==> src/bdpl_pkg.sv <==
// Shared types, constants and helpers for the button debounce / press length unit.
// No dependencies; every other file refers to this package by scoped names.
package bdpl_pkg;

   localparam int TimeWidth = 32;
   localparam int CmpWidth = (TimeWidth > 32) ? TimeWidth : 32;
   localparam int CsrIndexWidth = 8;

   localparam logic [15:0] HistForce = 16'hE000;
   localparam logic [15:0] HistDone = 16'hF000;

   typedef logic [TimeWidth-1:0] time_type;

   typedef enum logic [CsrIndexWidth-1:0] {
      CSR_HOLD_TWO   = 8'd0,
      CSR_HOLD_FOUR  = 8'd1,
      CSR_HOLD_EIGHT = 8'd2
   } csr_index_type;

   typedef enum logic [1:0] {
      CLASS_SHORT = 2'd0,
      CLASS_TWO   = 2'd1,
      CLASS_FOUR  = 2'd2,
      CLASS_EIGHT = 2'd3
   } press_class_type;

   typedef struct packed {
      logic [31:0] hold_two;
      logic [31:0] hold_four;
      logic [31:0] hold_eight;
   } thresholds_type;

   typedef struct packed {
      logic        pin_level;
      logic [31:0] now_ticks;
      logic        check_strobe;
   } step_type;

   // Widen elapsed time and a threshold to a common width before comparing.
   function automatic logic reached(time_type held, logic [31:0] thr);
      logic [CmpWidth-1:0] h;
      logic [CmpWidth-1:0] t;
      h = CmpWidth'(held);
      t = CmpWidth'(thr);
      return h >= t;
   endfunction

   // Eight-second threshold tested first, then downward.
   function automatic press_class_type classify(time_type held, thresholds_type thr);
      press_class_type c;
      if (reached(held, thr.hold_eight)) c = CLASS_EIGHT;
      else if (reached(held, thr.hold_four)) c = CLASS_FOUR;
      else if (reached(held, thr.hold_two)) c = CLASS_TWO;
      else c = CLASS_SHORT;
      return c;
   endfunction

endpackage

==> src/bdpl_if.sv <==
// Channel interfaces for the press length unit: request, response and CSR write.
// Depends on bdpl_pkg for the CSR index width.
interface bdpl_req_if;
   logic        valid;
   logic        ready;
   logic        pin_level;
   logic [31:0] now_ticks;
   logic        check_strobe;
   modport source (output valid, pin_level, now_ticks, check_strobe, input ready);
   modport sink (input valid, pin_level, now_ticks, check_strobe, output ready);
endinterface

interface bdpl_rsp_if;
   logic        valid;
   logic        ready;
   logic [1:0]  press_class;
   logic [31:0] held_ticks;
   modport source (output valid, press_class, held_ticks, input ready);
   modport sink (input valid, press_class, held_ticks, output ready);
endinterface

interface bdpl_csr_if;
   logic                                valid;
   logic                                ready;
   logic [bdpl_pkg::CsrIndexWidth-1:0]  index;
   logic [31:0]                         data;
   modport source (output valid, index, data, input ready);
   modport sink (input valid, index, data, output ready);
endinterface

==> src/bdpl_csr.sv <==
// Threshold registers for the press length unit, written through the CSR channel.
// Depends on bdpl_pkg and bdpl_if.
module bdpl_csr (
   input  logic                     clock,
   input  logic                     reset,
   bdpl_csr_if.sink                 csr,
   output bdpl_pkg::thresholds_type thr
);

   bdpl_pkg::thresholds_type thr_ff, thr_in;

   assign csr.ready = 1'b1;

   always_comb begin
      thr_in = thr_ff;
      if (csr.valid) begin
         unique case (csr.index)
            bdpl_pkg::CSR_HOLD_TWO:   thr_in.hold_two = csr.data;
            bdpl_pkg::CSR_HOLD_FOUR:  thr_in.hold_four = csr.data;
            bdpl_pkg::CSR_HOLD_EIGHT: thr_in.hold_eight = csr.data;
            default: ; // unmapped index, write dropped
         endcase
      end
   end

   always_ff @(posedge clock) begin
      if (reset) begin
         thr_ff.hold_two <= 32'd65536;
         thr_ff.hold_four <= 32'd131072;
         thr_ff.hold_eight <= 32'd262144;
      end else begin
         thr_ff <= thr_in;
      end
   end

   assign thr = thr_ff;

endmodule

==> src/bdpl_core.sv <==
// Debounce state, press timing and the result register of the press length unit.
// Depends on bdpl_pkg and bdpl_if.
module bdpl_core (
   input  logic                     clock,
   input  logic                     reset,
   input  logic                     step_valid,
   input  bdpl_pkg::step_type       step,
   output logic                     step_take,
   input  bdpl_pkg::thresholds_type thr,
   bdpl_rsp_if.source               rsp
);

   logic                 armed_ff, armed_in;
   logic                 reported_ff, reported_in;
   bdpl_pkg::time_type   start_ff, start_in;
   logic [15:0]          history_ff, history_in;
   logic                 rsp_valid_ff, rsp_valid_in;
   logic [1:0]           class_ff, class_in;
   logic [31:0]          held_ff, held_in;

   logic                 fire;
   logic                 pressed;
   logic                 emit;
   bdpl_pkg::time_type   now_t;
   bdpl_pkg::time_type   held;
   logic [15:0]          hist_next;

   // The held step moves on when the result slot is free or being drained.
   assign fire = step_valid && (!rsp_valid_ff || rsp.ready);
   assign step_take = fire;

   assign pressed = !step.pin_level;
   assign now_t = bdpl_pkg::TimeWidth'(step.now_ticks);
   assign held = now_t - start_ff;
   assign hist_next = {history_ff[14:0], pressed} | bdpl_pkg::HistForce;

   always_comb begin
      armed_in = armed_ff;
      reported_in = reported_ff;
      start_in = start_ff;
      history_in = history_ff;
      emit = 1'b0;
      if (fire) begin
         if (!armed_ff) begin
            if (pressed) begin
               armed_in = 1'b1;
               start_in = now_t;
            end
         end else if (step.check_strobe) begin
            history_in = hist_next;
            if (hist_next == bdpl_pkg::HistDone) begin
               armed_in = 1'b0;
               reported_in = 1'b0;
               start_in = '0;
               emit = !reported_ff;
            end else if (!reported_ff && pressed &&
                         bdpl_pkg::reached(held, thr.hold_eight)) begin
               // early report while still held; release report suppressed
               reported_in = 1'b1;
               emit = 1'b1;
            end
         end
      end
   end

   always_comb begin
      rsp_valid_in = fire ? emit : (rsp_valid_ff && !rsp.ready);
      class_in = class_ff;
      held_in = held_ff;
      if (emit) begin
         class_in = bdpl_pkg::classify(held, thr);
         held_in = 32'(held);
      end
   end

   always_ff @(posedge clock) begin
      if (reset) begin
         armed_ff <= 1'b0;
         reported_ff <= 1'b0;
         start_ff <= '0;
         history_ff <= '0;
         rsp_valid_ff <= 1'b0;
      end else begin
         armed_ff <= armed_in;
         reported_ff <= reported_in;
         start_ff <= start_in;
         history_ff <= history_in;
         rsp_valid_ff <= rsp_valid_in;
      end
   end

   always_ff @(posedge clock) begin
      class_ff <= class_in;
      held_ff <= held_in;
   end

   assign rsp.valid = rsp_valid_ff;
   assign rsp.press_class = class_ff;
   assign rsp.held_ticks = held_ff;

   a_reported_needs_armed: assert property (@(posedge clock) disable iff (reset)
      reported_ff |-> armed_ff)
      else $error("early-report flag set while idle");

   a_history_forced: assert property (@(posedge clock) disable iff (reset)
      (history_ff == 16'h0000) || (history_ff[15:13] == 3'b111))
      else $error("history lost its forced top bits");

   a_rsp_from_fire: assert property (@(posedge clock) disable iff (reset)
      $rose(rsp_valid_ff) |-> $past(fire))
      else $error("response appeared without a processed request");

   a_disarm_on_done: assert property (@(posedge clock) disable iff (reset)
      (fire && armed_ff && step.check_strobe && hist_next == bdpl_pkg::HistDone)
      |=> (!armed_ff && !reported_ff && start_ff == '0))
      else $error("release not taken back to idle");

endmodule

==> src/button_debounce_press_length_unit.sv <==
// Button debounce with press length classification.
//
// req: one request per time step: raw active-low pin level, free-running
//   timestamp and the periodic debounce check strobe.
// rsp: at most one result per request: press class (short, two, four,
//   eight seconds) and ticks held since the press was first sensed.
// csr: writes the three hold thresholds (index 0, 1, 2); other indexes are
//   dropped. Always ready; write only while no request is in flight.
//
// A request is captured in an input register, then evaluated against the
// debounce state and loaded into the result register, so a result is valid
// once its request has passed both registers. Throughput is one request
// per cycle while rsp does not stall; when it stalls, the result register
// holds, one more request waits in the input register and req.ready drops
// until the result is taken.
// Reset clears the state (idle, empty history) and the result valid flag and
// restores the default thresholds.
module button_debounce_press_length_unit (
   input logic        clock,
   input logic        reset,
   bdpl_req_if.sink   req,
   bdpl_rsp_if.source rsp,
   bdpl_csr_if.sink   csr
);

   logic                     step_valid_ff, step_valid_in;
   bdpl_pkg::step_type       step_ff, step_in;
   logic                     step_take;
   bdpl_pkg::thresholds_type thr;

   assign req.ready = !step_valid_ff || step_take;

   always_comb begin
      step_valid_in = req.ready ? req.valid : step_valid_ff;
      step_in = step_ff;
      if (req.valid && req.ready) begin
         step_in.pin_level = req.pin_level;
         step_in.now_ticks = req.now_ticks;
         step_in.check_strobe = req.check_strobe;
      end
   end

   always_ff @(posedge clock) begin
      if (reset) begin
         step_valid_ff <= 1'b0;
      end else begin
         step_valid_ff <= step_valid_in;
      end
   end

   always_ff @(posedge clock) begin
      step_ff <= step_in;
   end

   bdpl_csr u_csr (
      .clock (clock),
      .reset (reset),
      .csr   (csr),
      .thr   (thr)
   );

   bdpl_core u_core (
      .clock      (clock),
      .reset      (reset),
      .step_valid (step_valid_ff),
      .step       (step_ff),
      .step_take  (step_take),
      .thr        (thr),
      .rsp        (rsp)
   );

endmodule
==> src/flat_wrapper.sv <==
// flat-port wrapper written by rule: the top's interface ports become plain ports
module button_debounce_press_length_unit_flat 
  (clock, reset, req_valid, req_pin_level, req_now_ticks, req_check_strobe, req_ready, rsp_valid, rsp_press_class, rsp_held_ticks, rsp_ready, csr_valid, csr_index, csr_data, csr_ready);
  bdpl_req_if req_i ();
  bdpl_rsp_if rsp_i ();
  bdpl_csr_if csr_i ();
  input logic clock;
  input logic reset;
  input wire logic [$bits(req_i.valid)-1:0] req_valid;
  input wire logic [$bits(req_i.pin_level)-1:0] req_pin_level;
  input wire logic [$bits(req_i.now_ticks)-1:0] req_now_ticks;
  input wire logic [$bits(req_i.check_strobe)-1:0] req_check_strobe;
  output wire logic [$bits(req_i.ready)-1:0] req_ready;
  output wire logic [$bits(rsp_i.valid)-1:0] rsp_valid;
  output wire logic [$bits(rsp_i.press_class)-1:0] rsp_press_class;
  output wire logic [$bits(rsp_i.held_ticks)-1:0] rsp_held_ticks;
  input wire logic [$bits(rsp_i.ready)-1:0] rsp_ready;
  input wire logic [$bits(csr_i.valid)-1:0] csr_valid;
  input wire logic [$bits(csr_i.index)-1:0] csr_index;
  input wire logic [$bits(csr_i.data)-1:0] csr_data;
  output wire logic [$bits(csr_i.ready)-1:0] csr_ready;
  assign req_i.valid = req_valid;
  assign req_i.pin_level = req_pin_level;
  assign req_i.now_ticks = req_now_ticks;
  assign req_i.check_strobe = req_check_strobe;
  assign req_ready = req_i.ready;
  assign rsp_valid = rsp_i.valid;
  assign rsp_press_class = rsp_i.press_class;
  assign rsp_held_ticks = rsp_i.held_ticks;
  assign rsp_i.ready = rsp_ready;
  assign csr_i.valid = csr_valid;
  assign csr_i.index = csr_index;
  assign csr_i.data = csr_data;
  assign csr_ready = csr_i.ready;
  button_debounce_press_length_unit u_core (.clock(clock), .reset(reset), .req(req_i), .rsp(rsp_i), .csr(csr_i));
endmodule
==> config.mk <==
export PLATFORM = sky130hd
export DESIGN_NAME = button_debounce_press_length_unit_flat
export DESIGN_NICKNAME = d
export VERILOG_FILES = /design/src/bdpl_pkg.sv /design/src/bdpl_if.sv /design/src/bdpl_csr.sv /design/src/bdpl_core.sv /design/src/button_debounce_press_length_unit.sv /design/src/flat_wrapper.sv
export SDC_FILE = /design/constraint.sdc
export NUM_CORES = 1
export LEC_CHECK = 0
export ABC_AREA = 1
export BUFFER_PORTS_ARGS = -buffer_cell sky130_fd_sc_hd__buf_2
export CAP_MARGIN = 25
export CORE_AREA = 5 5 165 167
export CTS_BUF_LIST = sky130_fd_sc_hd__clkbuf_4 sky130_fd_sc_hd__clkbuf_8
export DETAILED_ROUTE_END_ITERATION = 10
export DIE_AREA = 0 0 170 172
export GPL_TIMING_DRIVEN = 0
export HOLD_SLACK_MARGIN = 0.15
export PLACE_DENSITY_LB_ADDON = 0.05
export SKIP_CTS_REPAIR_TIMING = 1
export SYNTH_ARGS = -nofsm -noshare
export SYNTH_HDL_FRONTEND = slang
export SYNTH_HIERARCHICAL = 1
export SYNTH_SLANG_ARGS = --single-unit
==> constraint.sdc <==
create_clock -name clock -period 7.4 [get_ports clock]
set_input_delay 0.37 -clock clock [delete_from_list [all_inputs] [get_ports clock]]
set_output_delay 0.37 -clock clock [all_outputs]
set_load 0.02 [all_outputs]
## Yosys cells after proc, flatten, opt, wreduce, memory -nomap -nowiden

Cells that the tools add are included.

- Equal/unequal tests: 6
- Mux-type cells: 18
- $lt $le $gt $ge: 3
- Reduce and logical (&&, ||, !) cells: 21
- Add/subtract/negate cells: 1

Operators with widths:

| cell | number |
|---|---|
| 32-bit two-way mux | 4 |
| 32-bit greater-or-equal comparator | 3 |
| 32-bit subtractor | 1 |
| 1-bit two-way mux | 14 |
| 13-bit == test, second input constant | 1 |
| 8-bit by 1-bit == test with 1-bit output, second input constant | 1 |
| 8-bit by 2-bit == test with 1-bit output, second input constant | 1 |
| 8-bit logical NOT | 1 |
| 4-bit AND reduction | 2 |
| 2-bit AND reduction | 3 |
| 1-bit logical AND | 5 |
| 1-bit logical NOT | 5 |
| 2-bit by 1-bit inequality test with 1-bit output, second input constant | 2 |
| 3-bit AND reduction | 1 |
| 1-bit logical OR | 2 |
| 2-bit inequality test, second input constant | 1 |
| 2-bit nonzero test | 1 |
| 2-bit OR reduction | 1 |

- Word-level logic and storage cells: 64
- Input bits: 79
- Register bits after elaboration: 212
- Output and inout port bits: 37

## Longest topological paths before layout

Gate-level depths: netlist of the first run.

- Depth after elaboration: 9
- Depth in mapped cells: 25

## Modules after synthesis

Netlist of the first run, hierarchy kept.

Modules (own cells, without submodules):

| module | seq. area each (um^2) | area an instance (um^2) | cells each | instances |
|---|---|---|---|---|
| bdpl_core | 1961.9 | 7502.2 | 1075 | 1 |
| bdpl_csr | 1921.8 | 3962.6 | 567 | 1 |
| button_debounce_press_length_unit | 1041.0 | 1068.5 | 40 | 1 |

## Worst setup path before layout of the first run

OpenSTA, ideal clock, no wires.

- Path kind: flip-flop to flip-flop
- Start point: register u_core/step_ff[1] in the netlist's numbering
- End point: register u_core.u_core.held_ff[0], in the netlist u_core/u_core/rsp.held_ticks[0] (enable)
- Data arrival time: 3.515 ns
- Buffers on the path: 0
- Setup slack: 3.494 ns
- Stages on the path, launching flop included: 22
- Period minus slack after synthesis: 3.906 ns
- Setup time: 0.392 ns
- Data required time: 7.008 ns
- Cell sequence: edfxtp_1 inv_1 ha_1 fa_1 inv_1 nand2_1 o21ai_2 a21boi_2 o21ai_2 nand3_1 nand2_1 xor2_1 inv_1 ha_1 nand2_1 nor2_1 inv_1 nor3_1 nand2_1 nand2_1 nand2_1 nand2_1

- Longest elaborated chain between the ends: 8

RTL lines:

| what | line | source |
|---|---|---|
| start, declared | button_debounce_press_length_unit.sv:27 | `bdpl_pkg::step_type step_ff, step_in;` |
| start signal, assigned | button_debounce_press_length_unit.sv:52 | `step_ff <= step_in;` |
| 32-bit subtractor | bdpl_core.sv:34 | `assign held = now_t - start_ff;` |
| via u_core.u_core.held[30] | bdpl_core.sv:25 | `bdpl_pkg::time_type held;` |
| 32-bit greater-or-equal comparator | bdpl_pkg.sv:45 | `return h >= t;` |
| 1-bit logical AND | bdpl_core.sv:56 | `end else if (!reported_ff && pressed &&` |
| 1-bit two-way mux | bdpl_core.sv:56 |  |
| 1-bit two-way mux | bdpl_core.sv:51 | `if (hist_next == bdpl_pkg::HistDone) begin` |
| 1-bit two-way mux | bdpl_core.sv:49 | `end else if (step.check_strobe) begin` |
| 1-bit two-way mux | bdpl_core.sv:44 | `if (!armed_ff) begin` |
| 1-bit two-way mux | bdpl_core.sv:43 | `if (fire) begin` |
| via u_core.u_core.emit | bdpl_core.sv:23 | `logic emit;` |
| end signal, assigned | bdpl_core.sv:94 | `held_ff <= held_in;` |
| end, declared | bdpl_core.sv:19 | `logic [31:0] held_ff, held_in;` |

The timed path passes the listed nets, and every way through them passes these cells.
A chain may end at the register's enable or synchronous reset.

## Worst setup path after layout of the first run

- Start point: register u_core/step_ff[1] in the netlist's numbering
- End point: register u_core.u_core.held_ff[11], in the netlist u_core/u_core/rsp.held_ticks[11] (enable)

The elaborated chain is that of the path after synthesis.

==> results.txt, run 1 <==
----------------------------------------------------
[Place]
  Hpwl dp ... 26900 um
  Count of input and output buffers ... around 110
  Placer's final routability congestion estimate ... 0.894
  Cell area after placement ... approximately 14000 sq um

[Setup path]
  Launching element type of the critical path ... register
  Worst reg2reg setup slack ... 2550 ps
  Worst EP required ... approximately 7600 ps
  Worst setup path start ... u_core/step_ff[1]
  Worst setup path end ... u_core/u_core/rsp.held_ticks[11]
  Maximum fanout count along the critical path ... 21
  Setup crit end kind ... register
  Crit path depth ... 21
  Ordered cell list for the critical path ... inv_1 > ha_1 > fa_1 > inv_1 > nand2_1 > o21ai_2 > a21boi_2 > o21ai_2 > nand2_1 > nand2_1 > xor2_1 > ha_1 > nand2_1 > nor2_1 > nand4_1 > nor3_1 > nand2_1 > nand2_1 > nand2_1 > nand2_1 > buf_16
  Reg2reg start ... u_core/step_ff[1]
  CP Class ... register to register
  Buffers and inverters on the worst path ... 3
  Delay-heaviest family, CP ... simple AND/OR/NAND/NOR gates
  Worst reg2reg endpoint ... u_core/u_core/rsp.held_ticks[11]
  Cell occurring most often along the worst timing path ... nand2_1
  Count of cells along the worst register-to-register path ... 21
  Largest stage delay on the critical path ... approximately 540 ps
  Highest-delay cell along the critical path ... nand2_1
  Endpoint arrival time on the critical path ... between 5000 and 6000 ps

[STA]
  Worst hold margin ... 180 ps
  Hold Violations, Final ... 0
  Slew Limit Headroom ... 31.8%
  Worst Tran Pin Value ... 1020 ps
  Final Slew Violations ... 0
  Share of the clock period used by the worst path after layout ... 65.6%
  Maximum clock frequency ... between 200 and 250 MHz
  Clock Skews ... 23.4 ps
  Final count of negative-setup-slack endpoints ... 0
  Minimum clock period ... roughly 4900 ps
  Sum of negative setup slack ... 0 ps
  Unrepaired setup endpoints after global routing ... no

[Floorplanning]
  Count of boundary I/O pins ... 116
  Width of the chip ... about 170 um
  Initial core utilization ... roughly half
  Die area ... 29200 sq um
  Die height ... 172 um
  Area inside the core boundary ... 25600 sq um
  Number of rows in the core area ... 59

[Drt]
  Detailed-route DRC error count ... 0
  Number of detailed-route iterations in the first pass ... 6
  Average vias per placed instance ... 5.12
  Total vias in the final route ... 11471
  Remaining antenna violation count ... 0
  Iteration-0 DRC count of the detailed router ... 844
  DR WL/cell ... 15.5 um
  DRT Wirelength ... about 35000 um

[Layout]
  Layout fillers ... 2503
  Finished layout cell area ... 14700 sq um
  Number of nets in the layout ... 2085
  Number of inserted diodes ... 0
  Layout cells sized above 1 ... 12.8%
  Synth-to-layout area growth ... 17.5%

[Logic synthesis]
  Cell types with the largest area share after synthesis ... dfxtp_1 23%, edfxtp_1 16%, ha_1 13%, nand2_1 9.4%, nor2_1 8.9%
  Library cells used by synthesis ... 39
  Gate count of the mapped netlist ... 1682
  Syn_nets ... about 1900
  Number of synthesis warnings ... 6
  FFs w/ async S/R, synth ... 0%
  Syn Std Cell Area ... 12500 sq um
  Post-synth top flop ... dfxtp_1
  Share of the synthesized area in the top cell type ... 23.0%
  Syn avg cell area ... 7.45 sq um
  Post-synthesis cell type with the largest combined area ... dfxtp_1
  #FFs+latches synth ... 212
  Post-synth top cells ... 314 x nand2_1, 296 x nor2_1, 224 x inv_1
  Count of flip-flops with a built-in enable after synthesis ... 68
  Most frequently used cell type in the post-synthesis netlist ... nand2_1
  Proportion of synthesized chip area in sequential cells ... 39.3%

[Global route]
  Total overflow reported by the global router ... 0
  Antenna violations before repair ... 0
  Total GRT Usage ... 23.4%
  Pin count of the biggest net entering global routing ... 26
  Number of global-route vias before repair ... 10672
  Global-route wire length before repair ... about 55000 um

[Pwr]
  Portion of total power attributed to sequential cells ... 39.8%
  Fraction of power spent switching nets ... 32.5%
  PwrDens ... 215 nW/um^2
  Share of power burned in the clock network ... 34.6%
  Internal power contribution ... 2.14 mW
  Leak Pwr ... 6.39 nW
  Sw power ... 1.03 mW
  Power share of the combinational group ... about a quarter
  Peak ir drop on the vdd network ... 135 uV

[Clocking]
  Sinks on the clock net ... 212
  Deepest clock path buffer count ... 3
  Skew-Pair Late Insertion Delay ... about 540 ps
  Clock tree from TritonCTS ... built
  Clock root buffer ... clkbuf_8
  CTS clock-pin slew for the worst setup and hold paths ... approximately 60 ps
  Num CTS Buffers ... 39
  CTS H-Tree Depth ... 2

[Run]
  Number of max-cap violations ... 0

[Outcome]
  Result of the run ... finished, final reports clean

[Min path]
  Type of the worst min-delay path ... primary input to register

----------------------------------------------------
[layout by cell type, fill, tap and decap left out, types with 3 or more instances in the layout]
cell type,netlist,final
nand2_2,3,3
nor2_4,4,4
nor2_2,7,7
nor3_1,15,15
buf_1,12,12
ha_1,127,127
inv_2,7,7
buf_6,13,13
buf_4,10,10
dfxtp_1,144,144
o21ai_0,43,43
nand4_1,14,14
nor4_1,5,5
a21oi_1,133,132
o21ai_2,6,6
nor2_1,296,296
nand3_1,149,149
xor2_1,20,20
nand2_1,314,314
clkbuf_4,0,11
o211ai_1,5,5
clkbuf_1,14,14
edfxtp_1,68,68
clkbuf_8,0,41
buf_2,11,125
clkinv_2,0,6
o21bai_1,3,3
inv_1,224,224
o21ai_1,9,9
clkinv_1,1,10
xnor2_1,6,6
dlygate4sd3_1,0,39
o21a_1,7,7
[metal layers]
metal  track usage (%)  up-vias  wire length, um
met5                 0        -                0
met1              34.4     5275            17200
met4              5.31        0              624
met3              3.59       46             2040
met2              36.4      322            14800
li1                  -     5828                -
[worst min-delay path by stage]
stage,depth (start not counted),from,end,slack (ps)
global route,5,csr_data[31],u_core/u_csr/thr[63],180
CTS,1,req_now_ticks[18],u_core/step_ff[19],-20
global placement,2,u_core/u_core/history_ff[11],u_core/u_core/history_ff[11],440
detailed placement,2,u_core/u_core/history_ff[11],u_core/u_core/history_ff[11],450
finish,5,csr_data[31],u_core/u_csr/thr[31],180
floorplan,2,u_core/u_core/history_ff[11],u_core/u_core/history_ff[11],430
[power groups by stage]
stage | Clock (mW) | Combinational (mW) | Sequential (mW)
6_report | 1.10 | 0.813 | 1.26
5_1_grt | 1.18 | 0.928 | 1.26
4_1_cts | 1.13 | 0.795 | 1.26
3_5_place_dp | 0 | 0.789 | 1.29
3_3_place_gp | 0 | 0.768 | 1.29
2_1_floorplan | 0 | 0.545 | 1.28
[sequential cells by signal, summed over array words and instances (netlist names)]
name / count
u_core/step_ff: 34
u_core/step_valid_ff: 1
u_core/u_core/armed_ff: 1
u_core/u_core/history_ff: 12
u_core/u_core/reported_ff: 1
u_core/u_core/rsp.held_ticks: 32
u_core/u_core/rsp.press_class: 2
u_core/u_core/rsp.valid: 1
u_core/u_core/start_ff: 32
u_core/u_csr/thr: 96
[kinds of logic after synthesis]
group                    Yosys count  synth area share [%]
AO/OA/AOI/OAI                    213                  9.21
adder cells (fa/ha/maj)          128                  12.8
AND/OR/NAND/NOR                  810                  26.9
XOR/XNOR                          26                  1.82
other                              1                0.0299
flip-flops                       212                  39.3
buffers and inverters            292                  9.93
[stage by stage]
step	total power [mW]	setup slack [ps]	util (%)	instances
2_1_floorplan	1.83	3490	-	1682
3_3_place_gp	2.05	2270	52.8	2131
3_5_place_dp	2.08	2630	53.0	2133
4_1_cts	3.18	2590	56.0	2203
5_1_grt	3.37	2280	57.5	2242
6_report	3.17	2550	57.5	2242
[worst register-to-register path: cells and delay by family (launching register included)]
| family | cells | cell delay, ps |
|---|---|---|
| and+or+nand+nor | 11 | 1850 |
| buffers and inverters | 3 | 400 |
| AOI/OAI and AO/OA | 3 | 530 |
| adders and majority gates | 3 | 930 |
| xor gates and xnor gates | 1 | 490 |
| DFF | 1 | 360 |
[area by class of cell]
| cell class | count | area [sq um] | area share (%) |
|---|---|---|---|
| Timing Repair Buffer | 155 | 1010 | 6.85 |
| Multi-Input combinational cell | 1178 | 6370 | 43.3 |
| Clock buffer | 52 | 647 | 4.39 |
| Tap cell | 335 | 419 | 2.85 |
| Inverter | 232 | 871 | 5.91 |
| Buffer | 60 | 374 | 2.54 |
| Sequential cell | 212 | 4920 | 33.4 |
| Clock inverter | 18 | 110 | 0.748 |
Power figures use the tool's default switching activity.
==> run 2: changes to the inputs <==
clock period = 4.55 ns   (was 7.4 ns; I/O delays follow)
==> run 2 against run 1 <==
Net effect:
- clock power up 62%
- sequential power up 63%
- power grew 63%
- maximum frequency rose by 11%
- critical path depth decreased by 3
- sequential share of layout area is 0.86 points lower
- non-clock buffer count increased by 37
- cell area increased by 2.6%
- register-to-register slack worse by 2400 ps
- cell count up 1.7%
- via count grew 1.4%
- largest power group unchanged
==> results.txt, run 2 (synthesis gave the netlist of run 1 again) <==
----------------------------------------------------
[Outcome]
  Result of the run ... finished, final reports clean

[Floorplanning]
  Initial core utilization ... 48.9% (unchanged)
  Width of the chip ... 170 um (unchanged)
  Die area ... 29200 sq um (unchanged)
  Number of rows in the core area ... 59 (unchanged)
  Die height ... 172 um (unchanged)
  Count of boundary I/O pins ... 116 (unchanged)
  Area inside the core boundary ... 25600 sq um (unchanged)

[Layout]
  Synth-to-layout area growth ... 20.6%
  Number of flip-flops in the largest register ... 96 (unchanged)
  Number of inserted diodes ... 0 (unchanged)
  Leading cell type in the layout, fill and taps excluded ... nand2_1
  Final cell count without fillers ... 2279 (+1.7%)
  Finished layout cell area ... 15100 sq um (+2.6%)
  Layout cells sized above 1 ... 13.0% (+0.22 points)
  Number of nets in the layout ... 2122 (+1.8%)
  Commonest cells after routing, fill and taps aside ... 313 x nand2_1, 296 x nor2_1, 224 x inv_1, 149 x nand3_1, 144 x dfxtp_1

[STA]
  Maximum clock frequency ... 230 MHz (+11%)
  Share of the clock period used by the worst path after layout ... 95.7% (+30 points)
  Minimum clock period ... 4350 ps (-499 ps)
  Worst Tran Pin Value ... 1040 ps (+13.4 ps)
  Final Slew Violations ... 0 (unchanged)
  Worst setup margin ... 197 ps (-2350 ps)
  Slew Limit Headroom ... 30.9% (-0.90 points)
  Final count of negative-setup-slack endpoints ... 0 (unchanged)
  Clock Skews ... 19.1 ps (-4.23 ps)
  Hold Violations, Final ... 0 (unchanged)

[Place]
  Count of input and output buffers ... 114 (unchanged)
  Cell area after placement ... 13600 sq um (unchanged)
  Hpwl dp ... 26900 um (unchanged)
  Total placed cells including tap cells ... 2133 (unchanged)
  Worst slack, placed ... -220 ps (-2850 ps)
  Placer's final routability congestion estimate ... 0.894 (unchanged)

[Clocking]
  Clock root buffer ... clkbuf_8
  CTS clock-pin slew for the worst setup and hold paths ... 60 ps (about the same)
  Num CTS Buffers ... 39 (unchanged)
  Sinks on the clock net ... 212 (unchanged)
  Clock tree from TritonCTS ... built
  Skew-Pair Late Insertion Delay ... 530 ps (about the same)
  Deepest clock path buffer count ... 3 (unchanged)
  CTS H-Tree Depth ... 2 (unchanged)

[Setup path]
  Count of cells along the worst register-to-register path ... 18 (-14%)
  Worst EP required ... 4820 ps (-2800 ps)
  Endpoint arrival time on the critical path ... 4630 ps (-450 ps)
  Cell occurring most often along the worst timing path ... nand2_1
  Highest-delay cell along the critical path ... xor2_1
  Worst reg2reg setup slack ... 200 ps (-2350 ps)
  Largest stage delay on the critical path ... 620 ps (+80 ps)
  Ordered cell list for the critical path ... ha_1 > nand2_1 > nor2_1 > a21oi_2 > o21bai_1 > nand3_1 > nand2_1 > xor2_1 > ha_1 > a21oi_1 > o21ai_0 > nand2_1 > nand2_1 > a21oi_1 > nand2_1 > nand2_1 > nand2_4 > buf_16
  CP Class ... register to register
  Setup crit end kind ... register
  Launching element type of the critical path ... register
  Maximum fanout count along the critical path ... 21 (unchanged)

[Run]
  Number of max-cap violations ... 0 (unchanged)

[Min path]
  Cells on Worst Hold Path ... 5 (unchanged)
  Type of the worst min-delay path ... primary input to register

[Pwr]
  PwrDens ... 343 nW/um^2 (+59%)
  Leak Pwr ... 6.55 nW (+2.4%)
  Overall power of the completed layout ... 5.18 mW (+63%)
  Peak ir drop on the vdd network ... 220 uV (+63%)

[Global route]
  Total overflow reported by the global router ... 0 (unchanged)
  Total GRT Usage ... 23.4% (unchanged)
  Global-route wire length before repair ... 54600 um (unchanged)
  Pin count of the biggest net entering global routing ... 26 (unchanged)
  Antenna violations before repair ... 0 (unchanged)
  Number of global-route vias before repair ... 10672 (unchanged)

[Drt]
  Remaining antenna violation count ... 0 (unchanged)
  Average vias per placed instance ... 5.11 (-0.22%)
  DRT Wirelength ... 35200 um (+1.5%)
  Total vias in the final route ... 11635 (+1.4%)
  Detailed-route DRC error count ... 0 (unchanged)
  Number of detailed-route iterations in the first pass ... 8 (+2)
  DR WL/cell ... 15.4 um (-0.18%)
  Iteration-0 DRC count of the detailed router ... 810 (-4.0%)

----------------------------------------------------
-- run 2: cell count changes in the layout (fill, tap and decap cells not counted), sizes merged --
cell	before	now
buf	162	166
dlygate4sd3	39	72
-- run 2: per-layer routing --
layer  global-route usage, %  up-vias  wire (um)
met5                       0        -          0
met4                    5.31        0        626
met3                    3.59       46       2210
met2                    36.4      344      15100
met1                    34.4     5339      17200
li1                        -     5906          -
-- run 2: cell type report --
cell class / instances / area [sq um]
timing repair buffer: 192 / 1370
inverter: 232 / 871
multi-input combinational: 1178 / 6400
clock buffer: 52 / 647
buffer: 60 / 374
sequential: 212 / 4920
tap: 335 / 419
clock inverter: 18 / 110
fill: 2450 / 10500
-- run 2: where the power goes --
| group | internal, mW | switching (mW) |
|---|---|---|
| sequential | 2.02 | 0.0287 |
| clock | 0.984 | 0.795 |
| combinational | 0.495 | 0.855 |
| total | 3.50 | 1.68 |
-- run 2: final timing paths --
| path | from | to |
|---|---|---|
| max | u_core/step_ff[4] | u_core/u_core/rsp.held_ticks[11] |
| min | csr_index[0] | u_core/u_csr/thr[89] |
| max reg2reg | u_core/step_ff[4] | u_core/u_core/rsp.held_ticks[11] |
| min reg2reg | u_core/u_core/history_ff[11] | u_core/u_core/history_ff[11] |
-- run 2: through the flow --
step / TNS (ps) / util, % / hold WS, ps
finish: 0 / 59.0 / 139
global route: -47.6 / 59.0 / 163
CTS: -6200 / 56.0 / -158
detailed placement: -5070 / 53.0 / 406
global placement: -19590 / 52.8 / 404
floorplan: 0 / - / 290
-- run 2: worst max-delay path, delay by kind of cell, from the launching register on --
kind	cells	cell delay [ps]
AOI/OAI and AO/OA	5	820
xor gates and xnor gates	1	620
adders and majority gates	2	830
buffers and inverters	1	170
DFF	1	480
and+or+nand+nor	9	1150
==> run 3: changes to the inputs <==
CORE_AREA = 5 5 189 146   (was 5 5 165 167)
DIE_AREA = 0 0 194 151   (was 0 0 170 172)
HOLD_SLACK_MARGIN = 0.1   (was 0.15)
SLEW_MARGIN = 40   (was unset)
==> run 3 against run 2 <==
Net effect:
- cell area fell by 0.17%
- clock skew down 3.1 ps
- global-route usage increased by 0.79 points
- power rose by 4.8%
- combinational power is essentially flat
- first-iteration DRC count is 16% higher
- maximum frequency is 0.65% higher
- die area is 0.18% higher
- critical path depth down 2
- largest power group unchanged
==> results.txt, run 3 (synthesis gave the netlist of run 1 again) <==
----------------------------------------------------
[Pwr]
  Sw power ... 1.73 mW (+3.0%)
  Share of power burned in the clock network ... 36.9% (+2.6 points)
  PwrDens ... 360 nW/um^2 (+4.9%)
  Fraction of power spent switching nets ... 31.8% (-0.54 points)
  Overall power of the completed layout ... 5.43 mW (+4.8%)
  Leak Pwr ... 6.54 nW (about the same)
  Peak ir drop on the vdd network ... 216 uV (-1.9%)
  Power share of the combinational group ... 25.3% (-0.8 points)
  Portion of total power attributed to sequential cells ... 37.8% (-1.8 points)
  Internal power contribution ... 3.70 mW (+5.6%)

[Drt]
  DRT Wirelength ... 36900 um (+4.9%)
  Iteration-0 DRC count of the detailed router ... 942 (+16%)
  Remaining antenna violation count ... 0 (unchanged)
  DR WL/cell ... 16.2 um (+5.0%)
  Total vias in the final route ... 11762 (+1.1%)
  Average vias per placed instance ... 5.17 (+1.3%)
  Detailed-route DRC error count ... 0 (unchanged)
  Number of detailed-route iterations in the first pass ... 8 (unchanged)

[Global route]
  Met1 Usage GRT ... 36.8% (+2.4 points)
  Total GRT Usage ... 24.2% (+0.79 points)
  Antenna violations before repair ... 0 (unchanged)
  Total overflow reported by the global router ... 0 (unchanged)
  Number of global-route vias before repair ... 10611 (-0.57%)
  Global-route wire length before repair ... 56100 um (+2.8%)
  Pin count of the biggest net entering global routing ... 35 (+35%)
  Met2 global-route usage ... 35.8% (-0.61 points)
  Met3 Resource Use GR ... 4.14% (+0.55 points)
  Busiest grt layer ... met1

[Setup path]
  Reg2reg start ... u_core/step_ff[3]
  Worst EP required ... 4840 ps (+20 ps)
  Endpoint arrival time on the critical path ... 4620 ps (about the same)
  Setup crit end kind ... register
  Launching element type of the critical path ... register
  Maximum fanout count along the critical path ... 5 (-76%)
  CP Class ... register to register
  Worst setup path start ... u_core/step_ff[3]

[Layout]
  Layout cells sized above 1 ... 13.3% (+0.24 points)
  Leading cell type in the layout, fill and taps excluded ... nand2_1
  Final standard cell utilization of the core ... 59.3% (+0.26 points)
  Finished layout cell area ... 15100 sq um (-0.17%)
  Number of inserted diodes ... 0 (unchanged)
  Number of nets in the layout ... 2108 (-0.66%)
  Synth-to-layout area growth ... 20.4%
  Number of flip-flops in the largest register ... 96 (unchanged)
  Commonest cells after routing, fill and taps aside ... 311 x nand2_1, 296 x nor2_1, 224 x inv_1, 149 x nand3_1, 144 x dfxtp_1
  Final cell count without fillers ... 2275 (-0.18%)
  Layout fillers ... 2406 (-1.8%)

[STA]
  Worst Tran Pin Value ... 811 ps (-226 ps)
  Maximum clock frequency ... 231 MHz (+0.65%)
  Worst hold margin ... 57.6 ps (-81.0 ps)
  Sum of negative setup slack ... 0 ps (unchanged)
  Clock Skews ... 16.0 ps (-3.12 ps)
  Share of the clock period used by the worst path after layout ... 95.0% (-0.62 points)
  Final count of negative-setup-slack endpoints ... 0 (unchanged)
  Slew Limit Headroom ... 45.5% (+15 points)
  Minimum clock period ... 4320 ps (-28.1 ps)
  Final Slew Violations ... 0 (unchanged)
  Unrepaired setup endpoints after global routing ... no
  Worst setup margin ... 225 ps (+28.1 ps)
  Hold Violations, Final ... 0 (unchanged)

[Floorplanning]
  Count of boundary I/O pins ... 116 (unchanged)
  Number of rows in the core area ... 51 (-14%)
  Initial core utilization ... 49.2% (+0.30 points)
  Width of the chip ... 194 um (+14%)
  Die height ... 151 um (-12%)
  Die area ... 29300 sq um (+0.18%)
  Area inside the core boundary ... 25500 sq um (-0.61%)

[Place]
  Hpwl dp ... 27800 um (+3.5%)
  Total placed cells including tap cells ... 2142 (+0.42%)
  Cell area after placement ... 13600 sq um (about the same)
  Worst slack, placed ... 85.5 ps (+306 ps)
  Placer's final routability congestion estimate ... 0.908 (+1.6%)
  Count of input and output buffers ... 114 (unchanged)

[Clocking]
  CTS clock-pin slew for the worst setup and hold paths ... 60 ps (about the same)
  Clock root buffer ... clkbuf_8
  CTS H-Tree Depth ... 2 (unchanged)
  Sinks on the clock net ... 212 (unchanged)
  Clock tree from TritonCTS ... built
  Num CTS Buffers ... 38 (-2.6%)
  Skew-Pair Late Insertion Delay ... 560 ps (+30 ps)
  Deepest clock path buffer count ... 3 (unchanged)

[Min path]
  Source of the worst hold timing path ... csr_data[10]
  Type of the worst min-delay path ... primary input to register

[Outcome]
  Result of the run ... finished, final reports clean

[Run]
  Number of max-cap violations ... 0 (unchanged)

----------------------------------------------------
run 3: final timing paths:
check                                     endpoint  slack [ps]  cells past startpoint
hold / removal                u_core/u_csr/thr[74]          60                      5
setup / recovery  u_core/u_core/rsp.press_class[1]         230                     16
setup reg to reg  u_core/u_core/rsp.press_class[1]         230                     16
hold reg to reg       u_core/u_core/history_ff[11]         470                      2
run 3: final cells by class:
type / instances / area [sq um] / area share, %
Buffer: 60 / 374 / 2.48
Clock buffer: 59 / 724 / 4.80
Tap cell: 344 / 430 / 2.85
Clock inverter: 11 / 124 / 0.821
Timing Repair Buffer: 177 / 1210 / 8.03
Sequential cell: 212 / 4920 / 32.6
Multi-Input combinational cell: 1180 / 6430 / 42.6
Inverter: 232 / 871 / 5.77
run 3: metal layers:
metal | wire length, um | vias up
met2 | 15100 | 413
met3 | 2850 | 51
met5 | 0 | -
met1 | 18300 | 5413
li1 | - | 5885
met4 | 624 | 0
run 3: worst max-delay path, cell delays in order, from the launching register on:
cell      delay, ps
edfxtp_1        420
ha_1            440
nand3_1         100
nand2_1         170
a21oi_1         150
o21ai_2         270
nand2_1         120
a21oi_1         190
xor2_1          440
ha_1            340
a21oi_1         360
o21a_1          160
o21bai_1         70
a21oi_1         350
nand2_1          90
nor2_1          300
nand2_1          90
run 3: power by group through the flow:
stage / Sequential, mW / Combinational [mW] / Clock [mW]
final: 2.05 / 1.38 / 2.00
after floorplan: 2.08 / 0.886 / 0
after global placement: 2.09 / 1.26 / 0
after CTS: 2.05 / 1.31 / 2.05
after detailed placement: 2.09 / 1.30 / 0
after global routing: 2.06 / 1.55 / 2.13
